==> config.mk <==
export PLATFORM = sky130hd
export DESIGN_NAME = ge2d_ctrl
export DESIGN_NICKNAME = d
export VERILOG_FILES = /design/src/rtl/ge2d_pkg.sv /design/src/rtl/ge2d_ctrl.sv
export SDC_FILE = /design/constraint.sdc
export NUM_CORES = 1
export LEC_CHECK = 0
export ABC_CLOCK_PERIOD_IN_PS = 1200
export BUFFER_PORTS_ARGS = -buffer_cell sky130_fd_sc_hd__buf_2
export CAP_MARGIN = 10
export CORE_AREA = 5 5 42 44
export DETAILED_ROUTE_END_ITERATION = 10
export DIE_AREA = 0 0 47 49
export GPL_TIMING_DRIVEN = 0
export MAX_ROUTING_LAYER = met4
export PLACE_DENSITY_LB_ADDON = 0.05
export SLEW_MARGIN = 20
export SYNTH_ARGS = -nofsm -noshare
export SYNTH_HDL_FRONTEND = slang
export SYNTH_SLANG_ARGS = --single-unit
export TNS_END_PERCENT = 10
==> constraint.sdc <==
create_clock -name clk -period 1.2 [get_ports clk]
set_input_delay 0.18 -clock clk [delete_from_list [all_inputs] [get_ports clk]]
set_output_delay 0.18 -clock clk [all_outputs]
set_load 0.02 [all_outputs]
==> src/rtl/ge2d_pkg.sv <==
`timescale 1ns / 1ps
// ----------------------------------------------------------------------------
// ge2d_pkg
// Shared types and constants of the two-dimensional gather-elements engine:
// field widths, configuration register indexes, controller commands and
// status.
// ----------------------------------------------------------------------------
package ge2d_pkg;

  // Default store shape.
  localparam int MAX_ROWS_DEF = 64;
  localparam int MAX_COLS_DEF = 64;

  // Field widths.
  localparam int ELEM_W   = 32;
  localparam int INDEX_W  = 32;
  localparam int CFG_W    = 7;
  localparam int CFG_A_W  = 3;
  localparam int IN_TD_W  = ELEM_W + INDEX_W;
  localparam int OUT_TD_W = ((ELEM_W + 1 + 7) / 8) * 8;

  // Configuration register indexes.
  localparam logic [CFG_A_W-1:0] CFG_SOURCE_ROWS = 3'd0;
  localparam logic [CFG_A_W-1:0] CFG_SOURCE_COLS = 3'd1;
  localparam logic [CFG_A_W-1:0] CFG_INDEX_ROWS  = 3'd2;
  localparam logic [CFG_A_W-1:0] CFG_INDEX_COLS  = 3'd3;
  localparam logic [CFG_A_W-1:0] CFG_GATHER_AXIS = 3'd4;

  // Item command codes.
  localparam logic CMD_LOAD   = 1'b0;
  localparam logic CMD_GATHER = 1'b1;

  // Gather axis codes.
  localparam logic AXIS_ROWS = 1'b0;
  localparam logic AXIS_COLS = 1'b1;

  // Commands from the controller to the datapath.
  typedef struct packed {
    logic capture;      // latch the input item
    logic exec_load;    // write the latched element into the store
    logic exec_gather;  // check bounds, form address, step the walk
    logic rd_en;        // read the store
    logic out_load;     // move the result into the output register
  } ge2d_cmd_t;

  // Status from the datapath to the controller.
  typedef struct packed {
    logic is_gather;    // latched item is a gather
    logic out_free;     // output register can take a result this cycle
  } ge2d_status_t;

endpackage

==> src/rtl/ge2d_ctrl.sv <==
`timescale 1ns / 1ps
// ----------------------------------------------------------------------------
// ge2d_ctrl
// Controller of the gather-elements engine. Sequences one item at a time:
// capture, execute and, for a gather item, store read and result write-back.
// ----------------------------------------------------------------------------
module ge2d_ctrl (
  input  logic                   clk,
  input  logic                   rst_n,
  input  logic                   in_tvalid,
  output logic                   in_tready,
  input  ge2d_pkg::ge2d_status_t status,
  output ge2d_pkg::ge2d_cmd_t    cmd
);

  typedef enum logic [3:0] {
    ST_IDLE = 4'b0001,
    ST_EXEC = 4'b0010,
    ST_READ = 4'b0100,
    ST_WB   = 4'b1000
  } state_t;

  state_t state_r;
  state_t state_nxt;

  assign in_tready = (state_r == ST_IDLE);

  // Next state and command decode.
  always_comb begin
    state_nxt = state_r;
    cmd       = '0;
    unique case (state_r)
      ST_IDLE: begin
        if (in_tvalid) begin
          cmd.capture = 1'b1;
          state_nxt   = ST_EXEC;
        end
      end
      ST_EXEC: begin
        if (status.is_gather) begin
          cmd.exec_gather = 1'b1;
          state_nxt       = ST_READ;
        end else begin
          cmd.exec_load = 1'b1;
          state_nxt     = ST_IDLE;
        end
      end
      ST_READ: begin
        cmd.rd_en = 1'b1;
        state_nxt = ST_WB;
      end
      ST_WB: begin
        if (status.out_free) begin
          cmd.out_load = 1'b1;
          state_nxt    = ST_IDLE;
        end
      end
      default: begin
        state_nxt = ST_IDLE;
      end
    endcase
  end

  // State register.
  always_ff @(posedge clk) begin
    if (!rst_n) begin
      state_r <= ST_IDLE;
    end else begin
      state_r <= state_nxt;
    end
  end

endmodule

==> metrics.md <==
| Metric | Value |
|---|---|
| Status | `finished with violations` |
| Failing checks | `negative setup slack` |
| Htree depth | `1` |
| Die ar. | `2300 sq um` |
| PwrDens | `1220 nW/um^2` |
| Share of layout cells above drive strength 1 | `72.5%` |
| Placer Congestion | `approximately 0.59` |
| FMAX | `around 0.70 GHz` |
| Antenna diodes | `0` |
| Top cell family by delay on the critical path | `simple AND/OR/NAND/NOR gates` |
| Setup WS pre-CTS | `-0.220 ns` |
| Max cap viols | `0` |
| Reg2Reg Setup Slack | `-0.09 ns` |
| Final ANT Viol Nets | `0` |
| Clock power frac | `30.3%` |
| Final Max Slew Viols | `0` |
| Worst-Skew Late Latency | `0.23 ns` |
| Buf/Inv on CP | `1` |
| Vias in the first global route | `261` |
| VDD IR max | `440 uV` |
| Int Power | `368 uW` |
| CP max FO | `4` |
| Synth cell types | `16` |
| Worst R2R End | `state_r[0]$_SDFFE_PN1P_` |
| Worst Path Required | `slightly above 1 ns` |
| Crit start category | `flip-flop` |
| TritonRoute pass-1 iters | `2` |
| CTS tree | `yes` |
| Via count | `255` |
| Cell area after synthesis | `248 sq um` |
| DRT Wirelength | `666 um` |
| GRT Residual Overflow | `0` |
| Yosys warns | `0` |
| Final period util | `119%` |
| Synthesized area per cell | `9.91 sq um` |
| Largest register FFs | `4` |
| Instance count on the critical path | `3` |
| Commonest cells after routing, fill and taps aside | `buf_4 (6), buf_2 (5), nor4b_4 (3), clkbuf_4 (3)` |
| Largest net degree at the start of global routing | `8` |
| Final Critical Period | `roughly 1.4 ns` |
| DR iter-0 viols | `2` |
| CP cell instances | `nor4b_4, nor2b_2, buf_4` |
| Most common cell after layout, fill and taps aside | `buf_4` |
| Register with the most flip-flops | `state_r` |
| Leakage | `0.183 nW` |
| Layout Nets | `47` |
| Num CTS Buffers | `3` |
| R2R depth | `4` |
| RSZ-0062 raised after global routing | `yes` |
| Max-slew headroom | `81.9%` |
| Number of fill cells | `165` |
| Sequential share of power | `34.0%` |
| Worst Setup SP | `state_r[2]$_SDFFE_PN0P_` |
| Syn-to-layout area delta | `75.8%` |
| Final setup viols | `7` |
| Die Y | `49 um` |
| Switching power | `161 uW` |
| Worst R2R Start | `state_r[0]$_SDFFE_PN1P_` |
| Cell taking the most area after synthesis | `dfxtp_1` |
| Antenna violations before repair | `0` |
| Power share of the combinational group | `between 30% and 40%` |
| Clock Sinks | `4` |
| CP max-delay cell | `dfxtp_4` |
| Syn nets | `30` |
| IO Port Bufs | `10` |
| Synth Register Bits | `4` |
| Die Wd | `47 um` |
| Root buf cell | `clkbuf_4` |
| CTS Buffer Depth | `2` |
| Clock skew | `0.000548 ns` |
| Largest regs | `state_r (4)` |
| Register area share after synthesis | `between 30% and 40%` |
| Clk slew on worst S/H paths | `0.04 ns` |
| Total power | `529 uW` |
| Wire per inst | `around 12 um` |
| Synth top area share | `32.3%` |
| Tot GR Track Use | `6.86%` |
| Worst-Margin Slew | `about 0.27 ns` |
| Final setup margin | `-0.223 ns` |
| Core Rows | `14` |
| I/O pins | `11` |
| Final Hold Fails | `0` |
| CP endpoint | `cmd[3]` |
| CP endpoint kind | `primary output` |
| Hold Crit Class | `in -> reg` |
| Crit path DAT | `between 1 and 1.5 ns` |
| DRC Markers | `0` |
| Global-route wire length before repair | `1070 um` |
| Synth top area cells | `dfxtp_1 (32%), nor4b_2 (12%), nor4b_4 (9.6%), nor4b_1 (7.1%), and2_1 (5.1%)` |
| Vias per cell | `4.55` |
| CP Class | `reg -> out` |
| Switching share of total power | `30.5%` |
| CP peak stage delay | `0.35 ns` |
| HPWL Detailed | `~480 um` |
| Syn Inst Count | `25` |
| Initial Util | `17.7%` |
| Core area | `approximately 1400 sq um` |
-- layer usage --
layer  vias to the layer above  share of wire [%]  global-route usage [%]
met1                       117                 42                    7.91
li1                        126                  -                       -
met5                         -                  0                       -
met2                        10                 47                    8.37
met4                         0               0.90                    6.91
met3                         2                 10                    2.58
-- cells by family after synthesis --
logic type             synth area share, %
buffers and inverters                 6.06
AO/OA/AOI/OAI                         8.59
AND/OR/NAND/NOR                       53.0
flip-flops                            32.3
-- metrics by stage --
step	instances	instance area [sq um]	hold slack (ns)	TNS (ns)	util, %
floorplan	25	254	0.324	-0.522	-
global placement	51	324	0.448	-0.550	23.1
detailed placement	51	324	0.447	-0.652	23.1
CTS	56	404	0.202	-1.12	28.8
global route	56	435	0.224	-1.45	31.1
finish	56	435	0.213	-1.01	31.1
-- power by group through the flow --
| stage | Clock, mW | Combinational, mW | Sequential [mW] |
|---|---|---|---|
| 4_1_cts | 0.171 | 0.170 | 0.179 |
| 3_5_place_dp | 0 | 0.127 | 0.180 |
| 3_3_place_gp | 0 | 0.127 | 0.180 |
| 6_report | 0.160 | 0.189 | 0.180 |
| 2_1_floorplan | 0 | 0.0913 | 0.174 |
| 5_1_grt | 0.177 | 0.206 | 0.182 |
-- cells in the mapped netlist (all sizes together) --
cell type and number:
a211o 1, a21oi 1, and2 2, and3 2, buf 1, dfxtp 4
inv 2, nand2 1, nor2b 2, nor3 1, nor3b 1, nor4 1
nor4b 5, o31ai 1
-- worst reg2reg max path: stages (launching register included) --
cell	delay [ns]
dfxtp_4	0.35
buf_4	0.15
nor4b_4	0.27
o31ai_2	0.10
a211o_1	0.29
-- how the worst min path moves through the flow --
stage	start	to	slack [ns]	depth (start not counted)
4_1_cts	rst_n	state_r[2]$_SDFFE_PN0P_	0.20	2
5_1_grt	rst_n	state_r[2]$_SDFFE_PN0P_	0.22	2
3_3_place_gp	status[1]	state_r[2]$_SDFFE_PN0P_	0.45	2
3_5_place_dp	rst_n	state_r[2]$_SDFFE_PN0P_	0.45	2
2_1_floorplan	rst_n	state_r[3]$_SDFFE_PN0P_	0.32	2
6_report	rst_n	state_r[2]$_SDFFE_PN0P_	0.21	2
-- cell type report --
type	count	area (sq um)	share of cell area, %
timing repair buffer	13	92.6	21.3
sequential	4	90.1	20.7
inverter	2	7.51	1.72
multi-input combinational	18	203	46.6
tap	16	20.0	4.60
clock buffer	3	22.5	5.17
-- repair_timing --
item                                    CTS  global route
hold buffers                              0             0
resized for setup                        14             7
setup buffers                             3             0
endpoints found under the setup margin    8             8
pin swaps                                 5             2
Power figures use the tool's default switching activity.
